## src/rtl/core/gwm_pkg.sv

```systemverilog
`timescale 1ns / 1ps
// ============================================================================
// gwm_pkg: shared types and constants of the glob wildcard matcher
// Holds the beat structs, the pattern character codes, the configuration
// register indexes and the sequencer state type.
// ============================================================================
package gwm_pkg;

    // Position registers hold 0..32, so six bits cover every legal position.
    localparam int POS_W      = 6;
    localparam int REG_CHARS  = 32;   // characters the four pattern words can hold
    localparam int WORD_CHARS = 8;    // characters per pattern word
    localparam int CFG_IDX_W  = 3;
    localparam int CFG_DATA_W = 64;

    localparam int DEF_PATTERN_CHARS = 32;

    // Configuration register indexes.
    localparam logic [CFG_IDX_W-1:0] CFG_LEN        = 3'd0;
    localparam logic [CFG_IDX_W-1:0] CFG_CHARS_BASE = 3'd1;
    localparam logic [CFG_IDX_W-1:0] CFG_CHARS_LAST = 3'd4;

    // Pattern character codes.
    localparam logic [7:0] CH_ANY   = 8'h3F;  // '?'
    localparam logic [7:0] CH_STAR  = 8'h2A;  // '*'
    localparam logic [7:0] CH_OPEN  = 8'h5B;  // '['
    localparam logic [7:0] CH_CLOSE = 8'h5D;  // ']'
    localparam logic [7:0] CH_NOT   = 8'h21;  // '!'

    typedef struct packed {
        logic [7:0] text_char;
        logic       last_char;
    } t_in_beat;

    typedef struct packed {
        logic matched;
        logic bad_pattern;
    } t_out_beat;

    // Classification of one pattern character against the current text byte.
    typedef struct packed {
        logic is_star;
        logic is_any;
        logic is_open;
        logic is_close;
        logic is_not;
        logic eq_text;
    } t_char_class;

    // Status from the sequencer to the top level.
    typedef struct packed {
        logic idle;
        logic res_valid;
        logic matched;
        logic bad_pattern;
    } t_seq_status;

    typedef enum logic [2:0] {
        ST_IDLE,
        ST_STEP,
        ST_GRP_HEAD,
        ST_GRP_SCAN,
        ST_DONE
    } t_state;

endpackage

```

## src/rtl/core/glob_wildcard_matcher.sv

```systemverilog
`timescale 1ns / 1ps
// Flow: an accepted text byte goes from idle to the step state, through any extra pattern
//   steps it needs (one per star, one for a group head plus one per group character scanned
//   after it, one per return to the last star) and then to the done state, which loads the
//   result of the last byte into the output register.
// Pacing: the sequencer takes the next byte only after it is back in idle; a stalled result
//   holds the sequencer in the done state until the output register frees.
// Reset: synchronous, active low; clears the pattern registers, the sequencer state, positions and flags.
// ============================================================================
// glob_wildcard_matcher: streaming glob pattern matcher
// Matches a stream of text bytes against a configured glob pattern in one
// greedy pass and reports, on the final byte, whether the pattern was fully
// consumed and whether an unclosed bracket group was met.
// ============================================================================
module glob_wildcard_matcher #(
    parameter int PATTERN_CHARS = gwm_pkg::DEF_PATTERN_CHARS
) (
    input  logic                             i_clk,
    input  logic                             i_rst_n,
    // Text input channel.
    input  logic                             i_in_valid,
    output logic                             o_in_stall,
    input  gwm_pkg::t_in_beat                i_in_data,
    // Result channel.
    output logic                             o_out_valid,
    input  logic                             i_out_stall,
    output gwm_pkg::t_out_beat               o_out_data,
    // Configuration write channel.
    input  logic                             i_cfg_valid,
    output logic                             o_cfg_ready,
    input  logic [gwm_pkg::CFG_IDX_W-1:0]    i_cfg_index,
    input  logic [gwm_pkg::CFG_DATA_W-1:0]   i_cfg_data
);
    import gwm_pkg::*;

    // The block takes a text beat only while the sequencer is idle. Each beat then
    // runs through the pattern one character per cycle: the sequencer presents a
    // pattern address, the store returns that character, and the shared compare
    // unit classifies it against the text byte. A result beat is produced only for
    // the beat marked as last; it lands in an output register so the sequencer can
    // take the next text beat while the result waits downstream.

    logic              cfg_we;
    logic              cfg_clear;
    logic [POS_W-1:0]  rd_addr;
    logic [7:0]        rd_char;
    logic [7:0]        text_char;
    logic [POS_W-1:0]  eff_len;
    t_char_class       char_class;
    t_seq_status       status;
    logic              out_free;

    logic              r_out_valid;
    t_out_beat         r_out_data;

    // Configuration is taken only while no text beat is in flight.
    assign o_cfg_ready = status.idle;
    assign cfg_we      = i_cfg_valid && o_cfg_ready;

    gwm_pattern_store #(
        .PATTERN_CHARS(PATTERN_CHARS)
    ) u_store (
        .i_clk      (i_clk),
        .i_rst_n    (i_rst_n),
        .i_cfg_we   (cfg_we),
        .i_cfg_index(i_cfg_index),
        .i_cfg_data (i_cfg_data),
        .i_rd_addr  (rd_addr),
        .o_rd_char  (rd_char),
        .o_eff_len  (eff_len),
        .o_cfg_clear(cfg_clear)
    );

    gwm_char_unit u_char (
        .i_pat_char (rd_char),
        .i_text_char(text_char),
        .o_class    (char_class)
    );

    gwm_seq u_seq (
        .i_clk      (i_clk),
        .i_rst_n    (i_rst_n),
        .i_in_valid (i_in_valid),
        .i_in_data  (i_in_data),
        .i_out_free (out_free),
        .i_cfg_clear(cfg_clear),
        .i_eff_len  (eff_len),
        .i_class    (char_class),
        .o_rd_addr  (rd_addr),
        .o_text_char(text_char),
        .o_status   (status)
    );

    assign o_in_stall = !status.idle;

    // The output register can take a new result when it is empty or being drained.
    assign out_free = !r_out_valid || !i_out_stall;

    always_ff @(posedge i_clk) begin
        if (!i_rst_n) begin
            r_out_valid <= 1'b0;
        end else if (status.res_valid) begin
            r_out_valid <= 1'b1;
        end else if (!i_out_stall) begin
            r_out_valid <= 1'b0;
        end
    end

    always_ff @(posedge i_clk) begin
        if (status.res_valid) begin
            r_out_data.matched     <= status.matched;
            r_out_data.bad_pattern <= status.bad_pattern;
        end
    end

    assign o_out_valid = r_out_valid;
    assign o_out_data  = r_out_data;

`ifndef ASSERT_OFF
    // The sequencer is always busy in the cycle after it accepts a text beat.
    a_busy_after_accept: assert property (@(posedge i_clk) disable iff (!i_rst_n)
        (i_in_valid && !o_in_stall) |=> o_in_stall)
        else $error("sequencer ready right after accepting a text beat");

    // An unclosed group always fails the match.
    a_bad_never_matches: assert property (@(posedge i_clk) disable iff (!i_rst_n)
        o_out_valid |-> !(o_out_data.matched && o_out_data.bad_pattern))
        else $error("result reports a match on a malformed pattern");

    // A new result is never loaded over one that is still stalled.
    a_no_overwrite: assert property (@(posedge i_clk) disable iff (!i_rst_n)
        (o_out_valid && i_out_stall) |-> !status.res_valid)
        else $error("result overwritten while stalled");
`endif

endmodule

```

## src/rtl/core/gwm_pattern_store.sv

```systemverilog
`timescale 1ns / 1ps
// ============================================================================
// gwm_pattern_store: pattern registers and character read port
// Holds the pattern length and characters, decodes configuration writes and
// serves one pattern character per cycle at the address the sequencer gives.
// ============================================================================
module gwm_pattern_store #(
    parameter int PATTERN_CHARS = gwm_pkg::DEF_PATTERN_CHARS
) (
    input  logic                             i_clk,
    input  logic                             i_rst_n,
    input  logic                             i_cfg_we,
    input  logic [gwm_pkg::CFG_IDX_W-1:0]    i_cfg_index,
    input  logic [gwm_pkg::CFG_DATA_W-1:0]   i_cfg_data,
    input  logic [gwm_pkg::POS_W-1:0]        i_rd_addr,
    output logic [7:0]                       o_rd_char,
    output logic [gwm_pkg::POS_W-1:0]        o_eff_len,
    output logic                             o_cfg_clear
);
    import gwm_pkg::*;

    localparam int STORE_CHARS = (PATTERN_CHARS < REG_CHARS) ? PATTERN_CHARS : REG_CHARS;
    localparam int IDX_W       = $clog2(STORE_CHARS);
    localparam logic [POS_W-1:0] STORE_LEN = POS_W'(STORE_CHARS);

    logic [POS_W-1:0] r_len;
    logic [7:0]       r_chars [STORE_CHARS];

    always_ff @(posedge i_clk) begin
        if (!i_rst_n) begin
            r_len <= '0;
        end else if (i_cfg_we && (i_cfg_index == CFG_LEN)) begin
            r_len <= i_cfg_data[POS_W-1:0];
        end
    end

    // Each pattern word carries eight characters, character 0 in the low byte.
    always_ff @(posedge i_clk) begin
        if (!i_rst_n) begin
            for (int k = 0; k < STORE_CHARS; k++) begin
                r_chars[k] <= '0;
            end
        end else if (i_cfg_we) begin
            for (int k = 0; k < STORE_CHARS; k++) begin
                if (i_cfg_index == (CFG_CHARS_BASE + CFG_IDX_W'(k / WORD_CHARS))) begin
                    r_chars[k] <= i_cfg_data[(k % WORD_CHARS) * 8 +: 8];
                end
            end
        end
    end

    always_comb begin
        if (i_rd_addr < STORE_LEN) begin
            o_rd_char = r_chars[i_rd_addr[IDX_W-1:0]];
        end else begin
            o_rd_char = '0;
        end
    end

    assign o_eff_len   = (r_len > STORE_LEN) ? STORE_LEN : r_len;
    assign o_cfg_clear = i_cfg_we && (i_cfg_index <= CFG_CHARS_LAST);

endmodule

```

## src/rtl/core/gwm_char_unit.sv

```systemverilog
`timescale 1ns / 1ps
// ============================================================================
// gwm_char_unit: shared pattern character compare unit
// Classifies the pattern character under the read pointer and compares it
// with the text byte being matched.
// ============================================================================
module gwm_char_unit (
    input  logic [7:0]           i_pat_char,
    input  logic [7:0]           i_text_char,
    output gwm_pkg::t_char_class o_class
);
    import gwm_pkg::*;

    always_comb begin
        o_class.is_star  = (i_pat_char == CH_STAR);
        o_class.is_any   = (i_pat_char == CH_ANY);
        o_class.is_open  = (i_pat_char == CH_OPEN);
        o_class.is_close = (i_pat_char == CH_CLOSE);
        o_class.is_not   = (i_pat_char == CH_NOT);
        o_class.eq_text  = (i_pat_char == i_text_char);
    end

endmodule

```

## src/rtl/core/gwm_seq.sv

```systemverilog
`timescale 1ns / 1ps
// ============================================================================
// gwm_seq: matching sequencer
// Walks the pattern one character per cycle for each text byte: star skips,
// bracket group scans and the return to the last star, then reports the
// result on the final byte of the text.
// ============================================================================
module gwm_seq (
    input  logic                          i_clk,
    input  logic                          i_rst_n,
    input  logic                          i_in_valid,
    input  gwm_pkg::t_in_beat             i_in_data,
    input  logic                          i_out_free,
    input  logic                          i_cfg_clear,
    input  logic [gwm_pkg::POS_W-1:0]     i_eff_len,
    input  gwm_pkg::t_char_class          i_class,
    output logic [gwm_pkg::POS_W-1:0]     o_rd_addr,
    output logic [7:0]                    o_text_char,
    output gwm_pkg::t_seq_status          o_status
);
    import gwm_pkg::*;

    t_state           r_state,     n_state;
    logic [POS_W-1:0] r_pos,       n_pos;
    logic [POS_W-1:0] r_star_pos,  n_star_pos;
    logic             r_star_seen, n_star_seen;
    logic             r_after_star, n_after_star;
    logic             r_failed,    n_failed;
    logic             r_malformed, n_malformed;
    logic [7:0]       r_char,      n_char;
    logic             r_last,      n_last;
    logic [POS_W-1:0] r_idx,       n_idx;
    logic             r_hit,       n_hit;
    logic             r_invert,    n_invert;

    logic accept;
    logic at_end;
    logic grp_end;
    logic step_live;
    logic step_hit;
    logic grp_close;
    logic grp_match;
    logic miss;
    logic retry;
    logic emit;

    assign accept    = (r_state == ST_IDLE) && i_in_valid;
    assign at_end    = (r_pos >= i_eff_len);
    assign grp_end   = (r_idx >= i_eff_len);
    assign step_live = (r_state == ST_STEP) && !r_failed && !at_end;
    assign step_hit  = step_live && !i_class.is_star && !i_class.is_open
                     && (i_class.is_any || i_class.eq_text);
    assign grp_close = (r_state == ST_GRP_SCAN) && !grp_end && i_class.is_close;
    assign grp_match = (r_hit != r_invert);
    assign miss      = (step_live && !i_class.is_star && !i_class.is_open && !step_hit)
                     || (grp_close && !grp_match);
    assign retry     = !r_after_star && r_star_seen;
    assign emit      = (r_state == ST_DONE) && r_last && i_out_free;

    // Next state.
    always_comb begin
        n_state = r_state;
        case (r_state)
            ST_IDLE: begin
                if (accept) begin
                    n_state = ST_STEP;
                end
            end
            ST_STEP: begin
                if (!step_live) begin
                    n_state = ST_DONE;
                end else if (i_class.is_star) begin
                    n_state = ST_STEP;
                end else if (i_class.is_open) begin
                    n_state = ST_GRP_HEAD;
                end else if (step_hit) begin
                    n_state = ST_DONE;
                end else begin
                    n_state = retry ? ST_STEP : ST_DONE;
                end
            end
            ST_GRP_HEAD: begin
                n_state = grp_end ? ST_DONE : ST_GRP_SCAN;
            end
            ST_GRP_SCAN: begin
                if (grp_end) begin
                    n_state = ST_DONE;
                end else if (grp_close) begin
                    n_state = (grp_match || !retry) ? ST_DONE : ST_STEP;
                end
            end
            ST_DONE: begin
                if (!r_last || i_out_free) begin
                    n_state = ST_IDLE;
                end
            end
            default: n_state = ST_IDLE;
        endcase
    end

    // Matching state and scan registers.
    always_comb begin
        n_pos        = r_pos;
        n_star_pos   = r_star_pos;
        n_star_seen  = r_star_seen;
        n_after_star = r_after_star;
        n_failed     = r_failed;
        n_malformed  = r_malformed;
        n_char       = r_char;
        n_last       = r_last;
        n_idx        = r_idx;
        n_hit        = r_hit;
        n_invert     = r_invert;

        if (accept) begin
            n_char = i_in_data.text_char;
            n_last = i_in_data.last_char;
        end

        if (step_live && i_class.is_star) begin
            n_star_pos   = r_pos;
            n_star_seen  = 1'b1;
            n_after_star = 1'b1;
            n_pos        = r_pos + 1'b1;
        end
        if (step_live && i_class.is_open) begin
            n_idx    = r_pos + 1'b1;
            n_hit    = 1'b0;
            n_invert = 1'b0;
        end
        if (step_hit) begin
            n_pos        = r_pos + 1'b1;
            n_after_star = 1'b0;
        end

        if (r_state == ST_GRP_HEAD) begin
            if (grp_end) begin
                n_failed    = 1'b1;
                n_malformed = 1'b1;
            end else if (i_class.is_close) begin
                // A leading ']' is a member of the group.
                n_hit = i_class.eq_text;
                n_idx = r_idx + 1'b1;
            end else if (i_class.is_not) begin
                n_invert = 1'b1;
                n_idx    = r_idx + 1'b1;
            end
        end

        if (r_state == ST_GRP_SCAN) begin
            if (grp_end) begin
                n_failed    = 1'b1;
                n_malformed = 1'b1;
            end else if (grp_close) begin
                if (grp_match) begin
                    n_pos        = r_idx + 1'b1;
                    n_after_star = 1'b0;
                end
            end else begin
                if (i_class.eq_text) begin
                    n_hit = 1'b1;
                end
                n_idx = r_idx + 1'b1;
            end
        end

        // A mismatch right after a star just consumes the byte into the star.
        if (miss && !r_after_star) begin
            if (r_star_seen) begin
                n_pos = r_star_pos;
            end else begin
                n_failed = 1'b1;
            end
        end

        if (emit || i_cfg_clear) begin
            n_pos        = '0;
            n_star_pos   = '0;
            n_star_seen  = 1'b0;
            n_after_star = 1'b0;
            n_failed     = 1'b0;
            n_malformed  = 1'b0;
        end
    end

    always_ff @(posedge i_clk) begin
        if (!i_rst_n) begin
            r_state      <= ST_IDLE;
            r_pos        <= '0;
            r_star_pos   <= '0;
            r_star_seen  <= 1'b0;
            r_after_star <= 1'b0;
            r_failed     <= 1'b0;
            r_malformed  <= 1'b0;
        end else begin
            r_state      <= n_state;
            r_pos        <= n_pos;
            r_star_pos   <= n_star_pos;
            r_star_seen  <= n_star_seen;
            r_after_star <= n_after_star;
            r_failed     <= n_failed;
            r_malformed  <= n_malformed;
        end
    end

    always_ff @(posedge i_clk) begin
        r_char   <= n_char;
        r_last   <= n_last;
        r_idx    <= n_idx;
        r_hit    <= n_hit;
        r_invert <= n_invert;
    end

    // Outputs.
    always_comb begin
        o_rd_addr            = (r_state == ST_STEP) ? r_pos : r_idx;
        o_text_char          = r_char;
        o_status.idle        = (r_state == ST_IDLE);
        o_status.res_valid   = emit;
        o_status.matched     = !r_failed && at_end;
        o_status.bad_pattern = r_malformed;
    end

endmodule
```

## config.mk

```make
export PLATFORM = sky130hd
export DESIGN_NAME = glob_wildcard_matcher
export DESIGN_NICKNAME = d
export VERILOG_FILES = /design/src/rtl/core/gwm_pkg.sv /design/src/rtl/core/glob_wildcard_matcher.sv /design/src/rtl/core/gwm_pattern_store.sv /design/src/rtl/core/gwm_char_unit.sv /design/src/rtl/core/gwm_seq.sv
export SDC_FILE = /design/constraint.sdc
export NUM_CORES = 1
export LEC_CHECK = 0
export ABC_AREA = 1
export BUFFER_PORTS_ARGS = -buffer_cell sky130_fd_sc_hd__buf_4
export CORE_MARGIN = 5
export CORE_UTILIZATION = 66
export CTS_BUF_LIST = sky130_fd_sc_hd__clkbuf_4 sky130_fd_sc_hd__clkbuf_8 sky130_fd_sc_hd__clkbuf_16
export DETAILED_ROUTE_END_ITERATION = 6
export PLACE_DENSITY = 0.85
export SLEW_MARGIN = 5
export SYNTH_ARGS = -nofsm -noshare
export SYNTH_HDL_FRONTEND = slang
export SYNTH_HIERARCHICAL = 1
export SYNTH_SLANG_ARGS = --single-unit
```

## constraint.sdc

```tcl
create_clock -name i_clk -period 9 [get_ports i_clk]
set_input_delay 0.45 -clock i_clk [delete_from_list [all_inputs] [get_ports i_clk]]
set_output_delay 0.45 -clock i_clk [all_outputs]
set_load 0.01 [all_outputs]
```

# Word-level counts from Yosys, hierarchy flattened
# Memories as Yosys holds them, arrays and structs flattened.
# Index checks and enable logic that the tools add are counted.
# Widths: inputs -> output; s select.
[classes]
n_mul = 0
add_sub_neg = 2
bitwise = 33
magnitude_cmp = 5
shifts = 0
div = 0
reduce_logical = 43
n_mux = 111
n_eq_ne = 19
[ops]
columns = ["op", "count"]
rows = [
  ["$mux 8", 33],
  ["$mux 6", 18],
  ["$mux 1", 48],
  ["$mux 3", 11],
  ["$or 1x1->1", 32],
  ["$eq 8x6->1 const B", 3],
  ["$logic_and 1x1->1", 20],
  ["$eq 8x7->1 const B", 2],
  ["$pmux 3 s5", 1],
  ["$logic_not 1->1", 13],
  ["$add 6x1->6 const B", 2],
  ["$eq 3x2->1 const B", 4],
  ["$ge 6x6->1", 2],
  ["$eq 8x8->1", 1],
  ["$eq 3x1->1 const B", 2],
  ["$eq 3x3->1 const B", 2],
  ["$gt 6x6->1 const B", 1],
  ["$logic_not 3->1", 2],
  ["$logic_or 1x1->1", 6],
  ["$lt 6x6->1 const B", 1],
  ["$ne 2x1->1 const B", 2],
  ["$le 3x3->1 const B", 1],
  ["$ne 3x1->1 const B", 1],
  ["$reduce_and 3->1", 1],
  ["4 further kinds", 4],
]
[totals]
ramBits = 256
output_inout_bits = 5
regBits = 45
wordCells = 230
input_bits = 81
mem_count = 1
latch_bits = 0
mem_bits_ro = 0
[mem_list]
columns = ["memory", "words", "word_bits", "read_ports", "rd_clocked_by_memory_dff", "write_ports", "line_no", "rtl"]
rows = [
  ["u_store.r_chars", 32, 8, 1, 0, 32, "gwm_pattern_store.sv:27", "logic [7:0] r_chars [STORE_CHARS];"],
]

# Depth between registers and ports, before layout
# Gate-level depths: netlist of run 1.
[logic_depth]
ltp_word = 16
depth_mapped = 32
depth_no_buf = 29

# Modules after synthesis
# Netlist of run 1, hierarchy kept.
[modules_own_cells]
columns = ["mod", "cells_each", "instances", "seq_area_each_um2", "area_per_inst_um2"]
rows = [
  ["gwm_pattern_store", 1246, 1, 7807.5, 11908.9],
  ["gwm_seq", 293, 1, 810.8, 2175.8],
  ["gwm_char_unit", 61, 1, 0.0, 247.7],
  ["glob_wildcard_matcher", 10, 1, 80.1, 113.9],
]

# Least setup slack after synthesis of run 1
# Ideal clock, no wire load.
[synth_timing]
kind = "register to register"
start = "register u_seq.r_state[2]"
end = "memory u_store.r_chars[10][0], enable pin"
required_ps = 8426
slack_ps = 2813
stages_incl_launch_ff = 10
setup_time_ps = 574
synth_period_minus_slack_ps = 6187
n_path_buf = 0
arrival_time_ps = 5613
path_cell_list = "dfxtp_1 -> nor2_1 -> nand2_1 -> inv_1 -> nand2_1 -> inv_1 -> nand2_1 -> inv_1 -> nand2_1 -> o21ai_0"
[synth_rtl]
columns = ["element", "line_no", "rtl"]
rows = [
  ["start: declaration", "gwm_seq.sv:23", "t_state r_state, n_state;"],
  ["start signal: assignment", "gwm_seq.sv:196", "r_state <= n_state;"],
  ["end: declaration", "gwm_pattern_store.sv:27", ""],
]

==> results of run 1 <==
synthesized netlist by cell type (5+ instances only):
master	n	area share, %
dfxtp_1	34	4.7
ha_1	14	1.2
nor2_1	200	5.2
buf_2	43	1.5
nor3_1	51	1.8
nand3_1	179	6.2
nand2_2	6	0.26
inv_2	9	0.23
clkbuf_1	31	0.81
inv_1	160	4.2
nand4_1	9	0.39
o21ai_1	18	0.62
edfxtp_1	267	55
a21oi_1	28	0.97
nand2_1	475	12
o21ai_0	38	1.3
buf_4	5	0.26
xor2_1	7	0.42
final cells by class:
cell class	count	area, sq um
repair buffers	101	758.2
inverters	169	635.6
fillers	1436	5331
flip-flops and latches	301	8698
clock buffers	33	790.8
well taps	280	350.3
multi-input cells	1053	4747
clock inverters	25	376.6
worst max-delay path: cells and delay by family, from the launching register on:
family | cells | cell delay [ns]
buffers and inverters | 5 | 1.82
and+or+nand+nor | 13 | 2.52
AOI/OAI and AO/OA | 3 | 0.55
DFF | 1 | 0.34
logic make-up (layout without fill, tap and decap cells):
| family | Yosys count | after routing | share of synthesized area (%) |
|---|---|---|---|
| adder cells (fa/ha/maj) | 14 | 14 | 1.213 |
| XOR/XNOR | 10 | 10 | 0.6583 |
| flip-flops | 301 | 301 | 60.21 |
| AO/OA/AOI/OAI | 103 | 103 | 3.915 |
| buffers and inverters | 256 | 328 | 7.362 |
| AND/OR/NAND/NOR | 926 | 926 | 26.64 |
state kept, by name, summed over array words and instances, names as in the netlist, 2 cells and up, named ones only:
register	cells
u_seq/r_idx	6
u_store/r_len	6
u_seq/r_pos	6
o_out_data	2
u_seq/r_state	3
u_seq/r_star_pos	6
u_store/r_chars	256
u_seq/o_text_char	8
power by group through the flow:
| stage | combinational (W) | clock (W) | sequential, W |
|---|---|---|---|
| 5_1_grt | 0.000509 | 0.00152 | 0.00164 |
| 2_1_floorplan | 0.000302 | 0 | 0.00166 |
| 4_1_cts | 0.000455 | 0.00146 | 0.00163 |
| 6_report | 0.000465 | 0.00145 | 0.00163 |
| 3_3_place_gp | 0.000435 | 0 | 0.00166 |
| 3_5_place_dp | 0.000447 | 0 | 0.00166 |
through the flow:
| step | utilization [%] | std cells | hold slack (ns) | power, W | setup slack, ns |
|---|---|---|---|---|---|
| final | 75.42 | 1962 | 0.05699 | 0.003550 | 3.544 |
| after global routing | 75.42 | 1962 | 0.04166 | 0.003662 | 2.981 |
| after CTS | 75.42 | 1962 | 0.04065 | 0.003542 | 3.638 |
| after global placement | 70.04 | 1904 | 0.4267 | 0.002093 | 3.943 |
| after detailed placement | 70.04 | 1904 | 0.4320 | 0.002108 | 3.769 |
| after floorplan | - | 1610 | 0.4402 | 0.001962 | 2.813 |
metal layers:
layer | global-route usage, % | up-vias | wire (um)
met5 | 0 | - | 13
met4 | 13.16 | 2 | 1710
li1 | - | 5363 | -
met2 | 53.16 | 779 | 18930
met1 | 41.00 | 5486 | 14260
met3 | 4.702 | 138 | 4018
worst paths after layout:
check,end,slack [ns],depth (start not counted),from
min reg2reg,o_out_data[0],0.45,0,flip-flop
max,u_seq/r_pos[2],3.54,21,u_seq/r_state[0]
max reg2reg,u_seq/r_pos[2],3.54,21,u_seq/r_state[0]
min,u_seq/o_text_char[2],0.06,1,i_in_data[3]
==> metrics.cfg, run 1 <==
[timing]
clock_skew_ns = 0.01746
period_minus_slack_ns = 5.456
maxSlewViolCount = 0
worst_pin_slew_ns = 1.217
report.final.setup_viol = 0
hold_viol_final = 0
finalSetupTns_ns = 0
period_share_pct = 60.62
grt_setup_unrepaired = false
slew-limit-headroom_pct = 18.63
fmax_ghz = 0.1833

[flow_run]
drv_cap = 0

[critical_path]
crit_arrival_ns = 5.91
critPathMaxStageDelay_ns = 0.62
path_cells = inv_1 > nor3_4 > nand2_1 > o21ai_4 > buf_4 > clkinv_2 > buf_4 > nand2_1 > nand3_1 > nand3_1 > nand2_1 > nand2_1 > nand2_1 > nor2_1 > nor2_1 > inv_1 > nand2_1 > nor3_1 > nand4_1 > o22ai_1 > a21oi_1
critPathCaptureType = flip-flop
crit_slowest_cell = buf_4
path_class = flip-flop to flip-flop
critPathMostFrequentCell = nand2_1
critical_path_required_ns = 9.45
worstPathMaxFanout = 90
start_kind = flip-flop

[logic_synthesis]
synth.avg_cell_area_sq_um = 8.973
synth_area_sq_um = 14450
synth_flop_cell = edfxtp_1
ys_async_sr_fraction_pct = 0
synth_seq_cells = 301
synth_edf_count = 267
syn_inst = 1610
ys.warnings.count = 6
seq_area_frac_synth_pct = 60.21
synth_fp_nets = 1705
yosysUniqueCellTypes = 37

[floorplan]
die_h_um = 157.9
io-pin-count = 86
core_sq_um = 21690
rows = 54
start_util_pct = 66.61
dieArea_sq_um = 24950
fp.dieW_um = 157.9

[placed_design]
detailed_place_hpwl_um = 24480
place_area_sq_um = 15190
port_buffers = 85
gp_congestion = 0.9242

[power_and_ir_drop]
seqPwrFrac_pct = 46.0
pwr-share-clk_pct = 40.9
swShare_pct = 25.79
p_per_area_nw_per_um2 = 217.0
p_leak_nw = 7.173
p_int_w = 0.002634
p_switching_w = 0.0009153
pwr-share-comb_pct = 13.1
irDropWorstVdd_mv = 0.1678

[clock_tree]
post_cts.repair.setup_buffers = 0
h-tree-depth = 1
clk_latency_ns = 0.58
cts.sink_count = 301
cts_tree = built
cts_resized = 0
cts_hold_buf = 0
clock_path_buffers = 3
cts_root_buf = clkbuf_16
clkTransAtPathRegs_ns = 0.07
numCtsBuffers = 31

[layout]
fin_area_sq_um = 16360
final_common_cell = nand2_1
drive_gt1_share_pct = 10.82
area_growth_pct = 13.23
antennaDiodeCount = 0
nets = 1752
layout_common_cells = 474 x nand2_1, 267 x edfxtp_1, 200 x nor2_1

[route]
drt_iter0_markers = 1570
drc = 0
wl_um = 38930
vias_per_cell = 5.998
vias = 11770
avgRoutedWirePerCell_um = 19.84
ant_nets = 0
first_pass_iters = 5

[global_route]
grt_pass1_vias = 11690
track_usage_pct = 31.43
antenna_found_initial = 1
grt_max_degree = 91
grt.overflow.total = 0
grt_pass1_wl_um = 61240

[hold_path]
min_path_type = input pin to flip-flop

[status]
status = finished, final reports clean

(Power assumes the default switching activity.)
==> run 2, diff against run 1 <==
Settings changed: CORE_UTILIZATION 66 to 55, PLACE_DENSITY 0.85 to 0.76.
Clock period 9 ns to 4.45 ns, I/O delays scaled along.
==> run 2 against run 1 <==
Against the previous run:
- setup slack got worse by 3.1 ns
- cell count increased by 4.5%
- clock-buffer cell count increased by 10
- critical path type unchanged
- clock power increased by 85%
- cell area increased by 1.8%
- highest routed layer is now met4
- die area increased by 19%
- hold slack got worse by 0.037 ns
- critical path depth increased by 1
- clock skew decreased by 0.0022 ns
- via count decreased by 2.9%
==> metrics.cfg, run 2 (same netlist as run 1, synthesis figures left out) <==
[layout]
fin_area_sq_um = 16660
drive_gt1_share_pct = 11.83
final_common_cell = nand2_1
largest_reg_flops = 256
layout_common_cells = 474 x nand2_1, 267 x edfxtp_1, 200 x nor2_1
antennaDiodeCount = 0
nets = 1787
largest-register = u_store/r_chars
area_growth_pct = 15.31
fillCellCount = 2069
stdcell_count = 2051

[clock_tree]
clock_path_buffers = 3
numCtsBuffers = 34
cts_resized = 0
clkTransAtPathRegs_ns = 0.06
h-tree-depth = 2
cts_tree = built
clk_latency_ns = 0.52
cts_root_buf = clkbuf_16
cts.sink_count = 301

[critical_path]
worstPathMaxFanout = 27
rr_worst_depth = 22
critPathCaptureType = flip-flop
critical_path_required_ns = 4.88
r2r_start = u_seq/r_state[2]
crit_arrival_ns = 4.44
crit_slowest_cell = nor2_1
r2r_setup_slack_ns = 0.44
critPathMaxStageDelay_ns = 0.40
start_kind = flip-flop
critPathBufInv = 3
path_class = flip-flop to flip-flop
rr_endpoint = u_seq/r_pos[5]
path_cells = nor3_4 > inv_1 > o21ai_4 > inv_2 > buf_4 > nand3_1 > nand3_1 > nand2_1 > nand2_1 > nand2_1 > nor2_1 > nor2_1 > nand2_1 > nor3_1 > nor2_1 > nand3_2 > nand2_2 > nand2_1 > o21ai_1 > nand2_1 > nand2_1 > a21oi_1
critPathMostFrequentCell = nand2_1
critPathTopFamily = simple AND/OR/NAND/NOR gates

[global_route]
grt_pass1_vias = 10910
grt.overflow.total = 0
grt_use_met1_pct = 35.31
use_met2_pct = 42.31
grt_pass1_wl_um = 59050
grt_max_degree = 80
grt_use_met3_pct = 3.521
track_usage_pct = 25.48
antenna_found_initial = 0
busiest_layer = met2

[placed_design]
detailed_place_hpwl_um = 23850
place_worst_setup_slack_ns = 0.5498
port_buffers = 85
dp_cells = 1976
place_area_sq_um = 15440
gp_congestion = 0.8947

[hold_path]
min_path_type = input pin to flip-flop
min_to = u_store/r_chars[14][7]
hold-path-cell-count = 3
hold_start = i_cfg_data[55]

[floorplan]
dieArea_sq_um = 29610
start_util_pct = 55.60
io-pin-count = 86
core_sq_um = 25980
fp.dieW_um = 172.1
die_h_um = 172.1
rows = 59

[timing]
hold_viol_final = 0
period_minus_slack_ns = 4.015
clock_skew_ns = 0.01522
holdWs_ns = 0.01991
grt_setup_unrepaired = false
fmax_ghz = 0.2491
worst_pin_slew_ns = 0.9612
maxSlewViolCount = 0
report.final.setup_viol = 0
slew-limit-headroom_pct = 35.92
finalWorstSetupSlack_ns = 0.4352
period_share_pct = 90.22

[route]
avgRoutedWirePerCell_um = 18.20
ant_nets = 0
vias = 11420
vias_per_cell = 5.569
first_pass_iters = 5
drc = 0
drt_iter0_markers = 1224
wl_um = 37340

[power_and_ir_drop]
design_power_total_w = 0.006936
p_leak_nw = 7.319
irDropWorstVdd_mv = 0.3584
p_per_area_nw_per_um2 = 416.3

[flow_run]
drv_cap = 0

[status]
status = finished, final reports clean

[run 2: changes by cell type in the layout (fill, tap and decap cells not counted), sizes merged]
cell | previous run | this run
buf | 101 | 118
bufinv | 9 | 2
clkbuf | 33 | 43
clkinv | 12 | 15
clkinvlp | 4 | 0
dlygate4sd3 | 0 | 15
[run 2: worst max path at each step]
stage | start | slack [ns] | cells past startpoint | endpoint
2_1_floorplan | u_seq/r_state[2] | -0.02 | 9 | u_store/r_chars[16][0]
3_3_place_gp | u_seq/r_state[2] | 0.61 | 22 | u_seq/r_pos[5]
3_5_place_dp | u_seq/r_state[2] | 0.55 | 23 | u_seq/r_pos[5]
4_1_cts | u_seq/r_state[2] | 0.48 | 22 | u_seq/r_idx[5]
5_1_grt | u_seq/r_state[0] | 0.06 | 21 | u_seq/r_pos[2]
6_report | u_seq/r_state[2] | 0.44 | 22 | u_seq/r_pos[5]
[run 2: what timing repair did]
item                                   in CTS  in global routing
endpoints found under the hold margin      15                  0
hold buffers                               15                  0
setup buffers                               0                  0
[run 2: final cells by class]
type	count	area, sq um	area share (%)
flip-flops and latches	301	8698	52.22
multi-input cells	1053	4747	28.50
repair buffers	133	1086	6.519
clock buffers	43	918.4	5.513
inverters	169	635.6	3.816
well taps	335	419.2	2.516
clock inverters	17	153.9	0.9238
[run 2: metal layers]
metal  wire, um  share of wire (%)
met5          0                  0
met3       3104                8.3
met4        948                2.5
met2      18230                 49
met1      15050                 40
[run 2: worst reg2reg max path, delay by kind of cell (launching register included)]
kind,cells,cell delay [ns]
flops,1,0.37
compound gates,3,0.40
buf+inv,3,0.74
simple gates,16,2.44
[run 2: power by group]
part,internal (W),switching [W]
combinational,0.000300,0.000659
clock,0.00159,0.00109
sequential,0.00325,0.0000508
[run 2: stage by stage]
stage | utilization, % | setup TNS, ns
after floorplan | - | -1.919
after global placement | 59.40 | 0
after detailed placement | 59.40 | 0
after CTS | 64.11 | 0
after global routing | 64.11 | 0
final | 64.11 | 0
